==> config.mk <==
export PLATFORM = sky130hd
export DESIGN_NAME = dual_motor_pulse_generator
export DESIGN_NICKNAME = d
export VERILOG_FILES = /design/src/rtl/dmpg_pkg.sv /design/src/rtl/dmpg_front.sv /design/src/rtl/dmpg_fifo.sv /design/src/rtl/dmpg_back.sv /design/src/rtl/dual_motor_pulse_generator.sv
export VERILOG_INCLUDE_DIRS = /design/src /design/src/rtl
export SDC_FILE = /design/constraint.sdc
export NUM_CORES = 1
export LEC_CHECK = 0
export BUFFER_PORTS_ARGS = -buffer_cell sky130_fd_sc_hd__buf_2
export CORE_MARGIN = 10
export CORE_UTILIZATION = 65
export CTS_BUF_LIST = sky130_fd_sc_hd__clkbuf_2
export CTS_CLUSTER_SIZE = 40
export DETAILED_ROUTE_END_ITERATION = 6
export HOLD_SLACK_MARGIN = 0.15
export PLACE_DENSITY = 0.83
export RECOVER_POWER = 25
export SLEW_MARGIN = 0
export SYNTH_ARGS = -nofsm -noshare
export SYNTH_HDL_FRONTEND = slang
export SYNTH_HIERARCHICAL = 1
export SYNTH_SLANG_ARGS = --single-unit
==> constraint.sdc <==
create_clock -name clk -period 4.6 [get_ports clk]
set_input_delay 0.46 -clock clk [delete_from_list [all_inputs] [get_ports clk]]
set_output_delay 0.46 -clock clk [all_outputs]
set_load 0.03 [all_outputs]
==> src/rtl/dual_motor_pulse_generator_defines.svh <==
// assertion macros shared by the pulse generator rtl
// expects clk and rst in the scope of every use
`ifndef DUAL_MOTOR_PULSE_GENERATOR_DEFINES_SVH
`define DUAL_MOTOR_PULSE_GENERATOR_DEFINES_SVH

`ifndef SYNTHESIS
`define DMPG_CHECK(label, prop) \
  label: assert property (@(posedge clk) disable iff (rst) prop) \
    else $error("dmpg check failed");
`define DMPG_CHECK_ALWAYS(label, prop) \
  label: assert property (@(posedge clk) prop) \
    else $error("dmpg check failed");
`else
`define DMPG_CHECK(label, prop)
`define DMPG_CHECK_ALWAYS(label, prop)
`endif

`endif

==> src/rtl/dmpg_pkg.sv <==
// shared types, constants and timing functions for the pulse generator
// no dependencies
package dmpg_pkg;

  localparam int TIME_WIDTH  = 10;
  localparam int CHANNELS    = 2;
  localparam int CH_IDX_W    = (CHANNELS > 1) ? $clog2(CHANNELS) : 1;
  localparam int CH_B        = (CHANNELS > 1) ? 1 : 0;
  localparam int CALC_W      = (TIME_WIDTH > 11) ? TIME_WIDTH : 11;
  localparam int DROP_W      = 11;
  localparam int QUEUE_DEPTH = 2;
  localparam int QPTR_W      = $clog2(QUEUE_DEPTH);
  localparam int QCNT_W      = $clog2(QUEUE_DEPTH + 1);

  localparam logic [TIME_WIDTH-1:0] TIME_MAX   = '1;
  localparam logic [TIME_WIDTH-1:0] RESET_TIME = TIME_WIDTH'(50);
  localparam logic [CALC_W-1:0]     FULL_LOW   = CALC_W'(1000);
  localparam logic [6:0]            DUTY_MAX   = 7'd100;

  localparam logic [1:0] DIR_BRAKE = 2'd0;
  localparam logic [1:0] DIR_FWD   = 2'd1;
  localparam logic [1:0] DIR_REV   = 2'd2;

  localparam logic [1:0] BR_FWD   = 2'd1;
  localparam logic [1:0] BR_REV   = 2'd2;
  localparam logic [1:0] BR_BRAKE = 2'd3;

  typedef enum logic [1:0] {
    OP_TICK,
    OP_DRIVE,
    OP_BRAKE,
    OP_IDLE
  } kind_t;

  typedef struct packed {
    kind_t                 kind;
    logic [CH_IDX_W-1:0]   chan;
    logic [1:0]            bridge;
    logic [TIME_WIDTH-1:0] hi;
    logic [TIME_WIDTH-1:0] lo;
  } op_t;

  function automatic logic [TIME_WIDTH-1:0] sat_time(input logic [CALC_W-1:0] t);
    logic [TIME_WIDTH-1:0] r;
    if (t > CALC_W'(TIME_MAX)) begin
      r = TIME_MAX;
    end else begin
      r = t[TIME_WIDTH-1:0];
    end
    return r;
  endfunction

  function automatic logic [TIME_WIDTH-1:0] low_time(input logic first,
                                                     input logic [6:0] duty);
    logic [6:0]        duty_s;
    logic [DROP_W-1:0] d;
    logic [DROP_W-1:0] drop;
    duty_s = (duty > DUTY_MAX) ? DUTY_MAX : duty;
    d      = DROP_W'(duty_s);
    if (first) begin
      drop = d * DROP_W'(9);
    end else begin
      drop = (d * DROP_W'(19)) >> 1;
    end
    return sat_time(FULL_LOW - CALC_W'(drop));
  endfunction

endpackage

==> src/rtl/dmpg_front.sv <==
// front end: takes input transfers and classifies them into queue entries
// depends on dmpg_pkg
module dmpg_front import dmpg_pkg::*; (
  input  logic                  in_valid,
  output logic                  in_ready,
  input  logic                  action,
  input  logic                  motor,
  input  logic [1:0]            direction,
  input  logic [6:0]            duty,
  input  logic [9:0]            high_time,
  input  logic                  q_full,
  output logic                  push,
  output op_t                   op
);

  logic in_range;

  assign in_ready = !q_full;
  assign push     = in_valid && !q_full;
  assign in_range = (32'(motor) < CHANNELS);

  always_comb begin
    op.chan   = CH_IDX_W'(motor);
    op.hi     = sat_time(CALC_W'(high_time));
    op.lo     = low_time(motor == 1'b0, duty);
    op.bridge = BR_BRAKE;
    op.kind   = OP_IDLE;
    if (!action) begin
      op.kind = OP_TICK;
    end else if (in_range) begin
      unique case (direction)
        DIR_BRAKE: begin
          op.kind   = OP_BRAKE;
          op.bridge = BR_BRAKE;
        end
        DIR_FWD: begin
          op.kind   = OP_DRIVE;
          op.bridge = BR_FWD;
        end
        DIR_REV: begin
          op.kind   = OP_DRIVE;
          op.bridge = BR_REV;
        end
        default: begin
          op.kind = OP_IDLE;
        end
      endcase
    end
  end

endmodule

==> src/rtl/dmpg_fifo.sv <==
// short queue of classified operations between front and back
// depends on dmpg_pkg and the assertion macro header
`include "dual_motor_pulse_generator_defines.svh"
module dmpg_fifo import dmpg_pkg::*; (
  input  logic clk,
  input  logic rst,
  input  logic push,
  input  op_t  wr_op,
  output logic full,
  input  logic pop,
  output logic empty,
  output op_t  rd_op
);

  op_t               store [QUEUE_DEPTH];
  logic [QPTR_W-1:0] wr_ptr;
  logic [QPTR_W-1:0] rd_ptr;
  logic [QCNT_W-1:0] count;

  assign full  = (count == QCNT_W'(QUEUE_DEPTH));
  assign empty = (count == '0);
  assign rd_op = store[rd_ptr];

  always_ff @(posedge clk) begin
    if (push) begin
      store[wr_ptr] <= wr_op;
    end
  end

  always_ff @(posedge clk) begin
    if (rst) begin
      wr_ptr <= '0;
      rd_ptr <= '0;
      count  <= '0;
    end else begin
      if (push) begin
        wr_ptr <= (wr_ptr == QPTR_W'(QUEUE_DEPTH - 1)) ? '0 : wr_ptr + 1'b1;
      end
      if (pop) begin
        rd_ptr <= (rd_ptr == QPTR_W'(QUEUE_DEPTH - 1)) ? '0 : rd_ptr + 1'b1;
      end
      if (push && !pop) begin
        count <= count + 1'b1;
      end else if (pop && !push) begin
        count <= count - 1'b1;
      end
    end
  end

  `DMPG_CHECK_ALWAYS(a_reset_empties, rst |=> count == '0)
  `DMPG_CHECK(a_count_bound, count <= QCNT_W'(QUEUE_DEPTH))
  `DMPG_CHECK(a_no_pop_empty, pop |-> !empty)
  `DMPG_CHECK(a_no_push_full, push |-> !full)

endmodule

==> src/rtl/dmpg_back.sv <==
// back end: per-channel pulse timers, shadow timing and output register
// depends on dmpg_pkg and the assertion macro header
`include "dual_motor_pulse_generator_defines.svh"
module dmpg_back import dmpg_pkg::*; (
  input  logic       clk,
  input  logic       rst,
  input  logic       q_empty,
  input  op_t        op,
  output logic       pop,
  output logic       out_valid,
  input  logic       out_ready,
  output logic       enable_a,
  output logic       enable_b,
  output logic       enable_any,
  output logic [1:0] bridge_a,
  output logic [1:0] bridge_b
);

  logic [TIME_WIDTH-1:0] countdown         [CHANNELS];
  logic [TIME_WIDTH-1:0] countdown_next    [CHANNELS];
  logic [TIME_WIDTH-1:0] active_hi         [CHANNELS];
  logic [TIME_WIDTH-1:0] active_hi_next    [CHANNELS];
  logic [TIME_WIDTH-1:0] active_lo         [CHANNELS];
  logic [TIME_WIDTH-1:0] active_lo_next    [CHANNELS];
  logic [TIME_WIDTH-1:0] shadow_hi         [CHANNELS];
  logic [TIME_WIDTH-1:0] shadow_hi_next    [CHANNELS];
  logic [TIME_WIDTH-1:0] shadow_lo         [CHANNELS];
  logic [TIME_WIDTH-1:0] shadow_lo_next    [CHANNELS];
  logic [1:0]            bridge_pins       [CHANNELS];
  logic [1:0]            bridge_pins_next  [CHANNELS];
  logic [CHANNELS-1:0]   next_level;
  logic [CHANNELS-1:0]   next_level_next;
  logic [CHANNELS-1:0]   pending;
  logic [CHANNELS-1:0]   pending_next;
  logic [CHANNELS-1:0]   stopped;
  logic [CHANNELS-1:0]   stopped_next;
  logic [CHANNELS-1:0]   enable_level;
  logic [CHANNELS-1:0]   enable_level_next;
  logic                  hit;

  assign pop = !q_empty && (!out_valid || out_ready);

  always_comb begin
    countdown_next    = countdown;
    active_hi_next    = active_hi;
    active_lo_next    = active_lo;
    shadow_hi_next    = shadow_hi;
    shadow_lo_next    = shadow_lo;
    bridge_pins_next  = bridge_pins;
    next_level_next   = next_level;
    pending_next      = pending;
    stopped_next      = stopped;
    enable_level_next = enable_level;
    hit               = 1'b0;
    for (int c = 0; c < CHANNELS; c++) begin
      hit = (op.chan == CH_IDX_W'(c));
      unique case (op.kind)
        OP_TICK: begin
          if (!stopped[c]) begin
            if (countdown[c] > TIME_WIDTH'(1)) begin
              countdown_next[c] = countdown[c] - 1'b1;
            end else begin
              enable_level_next[c] = next_level[c];
              countdown_next[c]    = next_level[c] ? active_hi[c] : active_lo[c];
              next_level_next[c]   = !next_level[c];
              if (pending[c]) begin
                pending_next[c]   = 1'b0;
                active_hi_next[c] = shadow_hi[c];
                active_lo_next[c] = shadow_lo[c];
              end
            end
          end
        end
        OP_DRIVE: begin
          if (hit) begin
            bridge_pins_next[c] = op.bridge;
            if (stopped[c]) begin
              active_hi_next[c] = op.hi;
              active_lo_next[c] = op.lo;
              countdown_next[c] = op.hi;
              stopped_next[c]   = 1'b0;
            end else begin
              pending_next[c]   = 1'b1;
              shadow_hi_next[c] = op.hi;
              shadow_lo_next[c] = op.lo;
            end
          end
        end
        OP_BRAKE: begin
          if (hit) begin
            bridge_pins_next[c]  = BR_BRAKE;
            stopped_next[c]      = 1'b1;
            enable_level_next[c] = 1'b0;
          end
        end
        default: begin
        end
      endcase
    end
  end

  always_ff @(posedge clk) begin
    if (rst) begin
      for (int c = 0; c < CHANNELS; c++) begin
        countdown[c]   <= '0;
        active_hi[c]   <= RESET_TIME;
        active_lo[c]   <= RESET_TIME;
        shadow_hi[c]   <= '0;
        shadow_lo[c]   <= '0;
        bridge_pins[c] <= BR_BRAKE;
      end
      next_level   <= '1;
      pending      <= '0;
      stopped      <= '1;
      enable_level <= '0;
    end else if (pop) begin
      countdown    <= countdown_next;
      active_hi    <= active_hi_next;
      active_lo    <= active_lo_next;
      shadow_hi    <= shadow_hi_next;
      shadow_lo    <= shadow_lo_next;
      bridge_pins  <= bridge_pins_next;
      next_level   <= next_level_next;
      pending      <= pending_next;
      stopped      <= stopped_next;
      enable_level <= enable_level_next;
    end
  end

  // output register
  always_ff @(posedge clk) begin
    if (rst) begin
      out_valid <= 1'b0;
    end else if (pop) begin
      out_valid <= 1'b1;
    end else if (out_ready) begin
      out_valid <= 1'b0;
    end
  end

  always_ff @(posedge clk) begin
    if (pop) begin
      enable_a   <= enable_level_next[0];
      enable_b   <= (CHANNELS > 1) ? enable_level_next[CH_B] : 1'b0;
      enable_any <= |enable_level_next;
      bridge_a   <= bridge_pins_next[0];
      bridge_b   <= (CHANNELS > 1) ? bridge_pins_next[CH_B] : BR_BRAKE;
    end
  end

  `DMPG_CHECK(a_pop_gives_result, pop |=> out_valid)
  `DMPG_CHECK(a_stopped_enable_low, (stopped & enable_level) == '0)
  `DMPG_CHECK(a_hold_without_pop, !pop |=> $stable(enable_level) && $stable(stopped))

endmodule

==> src/rtl/dual_motor_pulse_generator.sv <==
// dual channel motor pulse generator, top level
// an input is queued on transfer, and its result then goes into the output register
// throughput: one item per cycle unless out_ready stalls; set by the dmpg_back update
// a two-entry queue decouples input and output; an output register holds the result
// reset (rst, synchronous): queue emptied, both channels stopped, bridges braked
// depends on dmpg_pkg, dmpg_front, dmpg_fifo and dmpg_back
module dual_motor_pulse_generator import dmpg_pkg::*; (
  input  logic       clk,
  input  logic       rst,
  input  logic       in_valid,
  output logic       in_ready,
  input  logic       action,
  input  logic       motor,
  input  logic [1:0] direction,
  input  logic [6:0] duty,
  input  logic [9:0] high_time,
  output logic       out_valid,
  input  logic       out_ready,
  output logic       enable_a,
  output logic       enable_b,
  output logic       enable_any,
  output logic [1:0] bridge_a,
  output logic [1:0] bridge_b
);

  op_t  wr_op;
  op_t  rd_op;
  logic push;
  logic pop;
  logic q_full;
  logic q_empty;

  dmpg_front u_front (
    .in_valid  (in_valid),
    .in_ready  (in_ready),
    .action    (action),
    .motor     (motor),
    .direction (direction),
    .duty      (duty),
    .high_time (high_time),
    .q_full    (q_full),
    .push      (push),
    .op        (wr_op)
  );

  dmpg_fifo u_fifo (
    .clk   (clk),
    .rst   (rst),
    .push  (push),
    .wr_op (wr_op),
    .full  (q_full),
    .pop   (pop),
    .empty (q_empty),
    .rd_op (rd_op)
  );

  dmpg_back u_back (
    .clk        (clk),
    .rst        (rst),
    .q_empty    (q_empty),
    .op         (rd_op),
    .pop        (pop),
    .out_valid  (out_valid),
    .out_ready  (out_ready),
    .enable_a   (enable_a),
    .enable_b   (enable_b),
    .enable_any (enable_any),
    .bridge_a   (bridge_a),
    .bridge_b   (bridge_b)
  );

endmodule

=== Word level (Yosys, flattened, before mapping) ===
Memories as Yosys holds them, arrays and structs flattened. A register that Yosys moved wholly into a read port is not among the register bits.
Cells that the tools add are included.

* $add $sub $neg: 7
* Multiply operators: 2
* Magnitude comparators: 4
* Equality and inequality tests: 19
* Mux-type cells: 79
* Bitwise gates (word level): 5
* Reductions and logical operators: 33

{| class="wikitable"
|+ Operators with widths
! kind !! number
|-
| $mux 10 || 27
|-
| $pmux 10 s2 || 6
|-
| $mux 1 || 26
|-
| $reduce_and 4->1 || 6
|-
| $gt 10x1->1 const B || 2
|-
| $sub 10x1->10 const B || 2
|-
| $mux 2 || 8
|-
| $ne 2x2->1 const B || 8
|-
| $pmux 2 s2 || 4
|-
| $reduce_and 7->1 || 2
|-
| $ne 2x1->1 const B || 6
|-
| $pmux 1 s2 || 6
|-
| $reduce_and 6->1 || 2
|-
| $gt 11x10->1 const B || 1
|-
| $mul 7x4->11 const B || 1
|-
| $mul 7x5->11 const B || 1
|-
| $mux 11 || 1
|-
| $sub 10x11->11 const A || 1
|-
| $reduce_and 5->1 || 2
|-
| $reduce_bool 2->1 || 4
|-
| $gt 7x7->1 const B || 1
|-
| $logic_not 1->1 || 7
|-
| $mux 7 || 1
|-
| $eq 2x2->1 const B || 3
|-
| 9 further kinds || 21
|}

* Flip-flop bits (word level): 124
* Bits in writable memories: 50
* Bits of input ports: 25
* Output and inout port bits: 9
* Logic and storage cells: 178
* Memories: 1

{| class="wikitable"
|+ Memory list
! name !! depth !! width !! read ports !! clocked after Yosys merged registers in !! write ports !! RTL line !! source
|-
| u_fifo.store || 2 || 25 || 1 || 1 || 1 || dmpg_fifo.sv:15 || <nowiki>op_t store [QUEUE_DEPTH];</nowiki>
|}

=== Longest topological paths before layout ===
* Depth after elaboration: 7
* Mapped depth: 15
* Depth with buffers taken out: 14

=== Hierarchy ===
The synthesis kept the hierarchy.

{| class="wikitable"
|+ Modules (own cells, without submodules)
! module !! instances !! cells an instance !! area an instance (µm²) !! sequential area each (µm²)
|-
| dmpg_back || 1 || 730 || 5939.4 || 2472.4
|-
| dmpg_fifo || 1 || 100 || 2010.7 || 1601.5
|-
| dmpg_front || 1 || 192 || 1451.4 || 0.0
|}

=== Worst setup path before layout ===
OpenSTA, ideal clock, no wires.

* Path kind: input to register
* From: input port duty[1]
* To: memory u_fifo/store[0][2] in the netlist's numbering (data pin)
* Setup time: 0.272 ns
* Arrival time: 3.365 ns
* Required time: 4.328 ns
* Path slack: 0.963 ns
* Stages on the path: 15
* Buffers on the path: 1
* Cell sequence: clkbuf_1 > o21ai_0 > a21o_1 > nand2b_1 > ha_1 > inv_1 > fa_1 > inv_1 > ha_1 > o21ai_0 > o21ai_0 > a221oi_2 > xnor2_1 > a41oi_2 > nand2_1

{| class="wikitable"
|+ RTL lines
! what !! RTL line !! source
|-
| start: declaration || dual_motor_pulse_generator.sv:15 || <nowiki>input logic [6:0] duty,</nowiki>
|-
| end: declaration || dmpg_fifo.sv:15 ||
|}

==> results.md <==
* Status: complete, no violations
* Async set or reset register ratio after synthesis at 0%
* RD Place Congestion at between 0.9 and 1
* Least-Margin Pin Slew at approximately 1400 ps
* Post-synthesis sequential element count at 175
* Post-CTS Setup Inserts at 0
* Total die area at slightly below 0.02 sq mm
* GRT met3 Usage at 4.598%
* Count of distinct cell types in the synthesized netlist at between 70 and 80
* Worst-Skew Late Latency at roughly 730 ps
* Global-route congestion overflow total at 0
* Final cell count without fillers at between 1000 and 1500
* Pin count of the biggest net entering global routing at slightly above 100
* Final Max Slew Viols at 0
* Endpoint type of the worst setup path: register
* Area overhead of the layout relative to synthesis at 5.656%
* Syn Std Cell Area at between 0.009 and 0.01 sq mm
* WP data required at around 5100 ps
* Clock sink total at between 150 and 200
* Layer with the highest usage: met2
* Diodes inserted at 0
* Max stage delay cell, worst path: fa_1
* Vertical die dimension at roughly 140 um
* List of cells traversed by the critical path: buf_2 > nor2_1 > a21o_1 > nand2b_1 > ha_1 > inv_1 > fa_1 > inv_1 > ha_1 > o21ai_0 > o21ai_0 > a221oi_2 > xnor2_1 > a41oi_2 > nand2_1
* Warnings from Yosys at 6
* R2r setup slk at around 1200 ps
* Class of the tightest hold or removal check: primary input to register
* Sequential area share after synthesis at ~43%
* Skew final at between 30 and 40 ps
* Number of design rule violations left after detail routing at 0
* Clock tree root driver cell: clkbuf_2
* Max H-tree Level at 4
* Crit path capture: u_fifo/store[0][5]
* Wire length of the first global-routing pass at roughly 34 mm
* Leak at 0.003688 uW
* Maximum vdd ir drop at 0.0002750 V
* Count of instances resized after the clock tree is built at 0
* Post-synthesis instance total at roughly 1000
* Max stage delay on crit path at roughly 520 ps
* Die boundary width at between 100 and 150 um
* Core Util, Final at a little over two thirds
* Port Buffer Count at 33
* Count of pins on the block boundary at 34
* Number of routed nets with antenna violations at 0
* CTS tree: done
* Final wirelength at about 21 mm
* Wire per inst at roughly 17 um
* Primary flip-flop cell chosen by synthesis mapping: dfxtp_1
* Worst-case clock buffer depth at 2
* Unrepaired setup endpoints after global routing: false
* Initial Utilization at 66.95%
* Met2 Resource Use GR at 33.67%
* Starting DRT DRC Count at ~760
* Count of buffer and inverter cells on the critical path at 3
* Data arrival time of the worst path at approximately 4000 ps
* Largest driver fanout on the critical path at 7
* Kind of critical path: primary input to register
* Number of antenna violations at the first check in global routing at 0
* Worst r2r path cells at 9
* Family of cells with the greatest summed delay on the critical path: compound AO/OA/AOI/OAI gates
* Clock transition time at the flip-flop clock pins of the worst setup and hold paths at about 220 ps
* Number of failing hold endpoints at the final stage at 0
* Total Neg Setup Slack at 0 ps
* Met1 usage at between 20% and 30%
* Worst relative slew slack at between 4 and 5%
* Number of global-route vias before repair at 6896
* Post-detail-place hpwl at between 10 and 15 mm
* Avg Vias per Cell at about 6.0
* Quantity of hold-fixing buffers added after cts at 16
* Post-synth EDFFs at between 50 and 60
* Total instance count after detailed placement at about 1200
* Max cap viols at 0
* Reg2reg end: u_back/active_lo[11]
* Number of nets in the layout at ~1100
* Number of buffers created by CTS at 17
* Achievable frequency at between 200 and 300 MHz
* 1st-pass router iterations at 5
* CP startpoint kind: primary input
* CORE AREA at 0.01404 sq mm
* Pwr/cell area at roughly 540 mW/mm^2
* Cell depth of the worst setup path at 15
* Source of the critical timing path: duty[4]
* Via count at approximately 7400
* Post-layout minimum cycle time at 3444 ps
* Core Rows at between 40 and 50
* Finish-stage setup viols at 0
* Period Utilization, post-route at about three quarters
* Tot GR Track Use at between 20% and 30%
* Share of post-route cells with drive strength above 1 at around an eighth
* Per-instance average area after synthesis at 9.199 sq um
* Synthesized netlist net count at ~1100
power by group:
part           switching [uW]  internal [uW]  leakage [uW]  total (uW)
Combinational            1560            942       0.00205        2500
Clock                     535            254      0.000150         790
Sequential                166           1910       0.00148        2070
cell usage in the layout, fill, tap and decap left out, types with 16 or more instances in the layout:
| master | n |
|---|---|
| nand2_1 | 118 |
| dfxtp_1 | 118 |
| nor2_1 | 87 |
| o21ai_0 | 83 |
| a21oi_1 | 73 |
| inv_1 | 65 |
| edfxtp_1 | 57 |
| mux2_2 | 39 |
| mux2i_1 | 32 |
| ha_1 | 27 |
| xnor2_1 | 21 |
| clkbuf_2 | 19 |
| buf_2 | 19 |
| nor2b_1 | 18 |
| a311oi_1 | 17 |
| dlygate4sd3_1 | 16 |
cell families after synthesis:
kind of cell,synth area share (%)
xor gates and xnor gates,2.715
DFF,43.33
muxes,8.078
buffers and inverters,6.521
and+or+nand+nor,15.37
adders and majority gates,4.791
AOI/OAI and AO/OA,19.19
cell usage after synthesis, types with 10 or more instances:
| cell | n | area share, % |
|---|---|---|
| mux2i_1 | 32 | 3.4 |
| o21ai_0 | 83 | 4.4 |
| buf_4 | 14 | 1.1 |
| ha_1 | 28 | 3.7 |
| nor2_1 | 87 | 3.5 |
| a2111oi_0 | 10 | 0.93 |
| clkbuf_1 | 45 | 1.8 |
| edfxtp_1 | 57 | 18 |
| a311oi_1 | 17 | 1.6 |
| mux2_2 | 39 | 4.7 |
| dfxtp_1 | 118 | 25 |
| xnor2_1 | 21 | 2.0 |
| nor3_1 | 15 | 0.80 |
| nand2_1 | 118 | 4.7 |
| nor2b_1 | 19 | 1.3 |
| a21oi_1 | 73 | 3.9 |
| o211ai_1 | 15 | 1.2 |
| inv_1 | 65 | 2.6 |
| nand2b_1 | 10 | 0.67 |
worst min-delay path, cell delays in order:
cell,delay (ps)
buf_2,120
inv_1,90
ha_1,130
nor2b_1,50
metrics by stage:
| stage | power [uW] | cell area (sq um) | setup slack, ps | hold slack, ps |
|---|---|---|---|---|
| 2_1_floorplan | 4089 | 9402 | 963.4 | 433.8 |
| 3_3_place_gp | 4502 | 9559 | 636.3 | 442.5 |
| 3_5_place_dp | 4561 | 9559 | 471.2 | 445.3 |
| 4_1_cts | 5359 | 9952 | 1260 | 156.3 |
| 5_1_grt | 5720 | 9933 | 941.6 | 180.0 |
| 6_report | 5369 | 9933 | 1156 | 264.7 |
flip-flops by register name (all words and copies together) (netlist names), named ones only:
| signal | flops |
|---|---|
| u_fifo/store | 50 |
| u_back/active_hi | 20 |
| u_back/active_lo | 20 |
| u_back/countdown | 20 |
| u_back/shadow_hi | 20 |
| u_back/shadow_lo | 20 |
| u_back/bridge_pins | 4 |
| u_back/bridge_a | 2 |
| u_back/bridge_b | 2 |
| u_back/enable_level | 2 |
| u_back/next_level | 2 |
| u_back/pending | 2 |
| u_back/stopped | 2 |
| u_fifo/count | 2 |
| u_back/enable_a | 1 |
| u_back/enable_any | 1 |
| u_back/enable_b | 1 |
| u_back/out_valid | 1 |
| u_fifo/rd_ptr | 1 |
| u_fifo/wr_ptr | 1 |
worst min path at each step:
stage / start / to / slack (ps) / cells past startpoint
floorplan: u_back/shadow_lo[11] / u_back/shadow_lo[11] / 430 / 2
global placement: u_back/shadow_hi[19] / u_back/shadow_hi[19] / 440 / 2
detailed placement: u_back/shadow_lo[14] / u_back/shadow_lo[14] / 450 / 2
CTS: direction[1] / u_fifo/store[1][21] / 160 / 4
global route: direction[1] / u_fifo/store[0][24] / 180 / 4
finish: direction[1] / u_fifo/store[1][24] / 260 / 4
area by class of cell:
cell class	count	area (sq um)
clock buffer	18	90.09
clock inverter	14	142.6
fill	1103	4109
inverter	66	247.7
multi-input combinational	708	4740
sequential	175	4074
tap	180	225.2
timing repair buffer	63	414.1
routing by layer:
metal,routed length (um),vias up
met1,9403,3495
met5,0,-
li1,-,3622
met2,9780,221
met3,1089,46
met4,541,0
(Power assumes the default switching activity.)
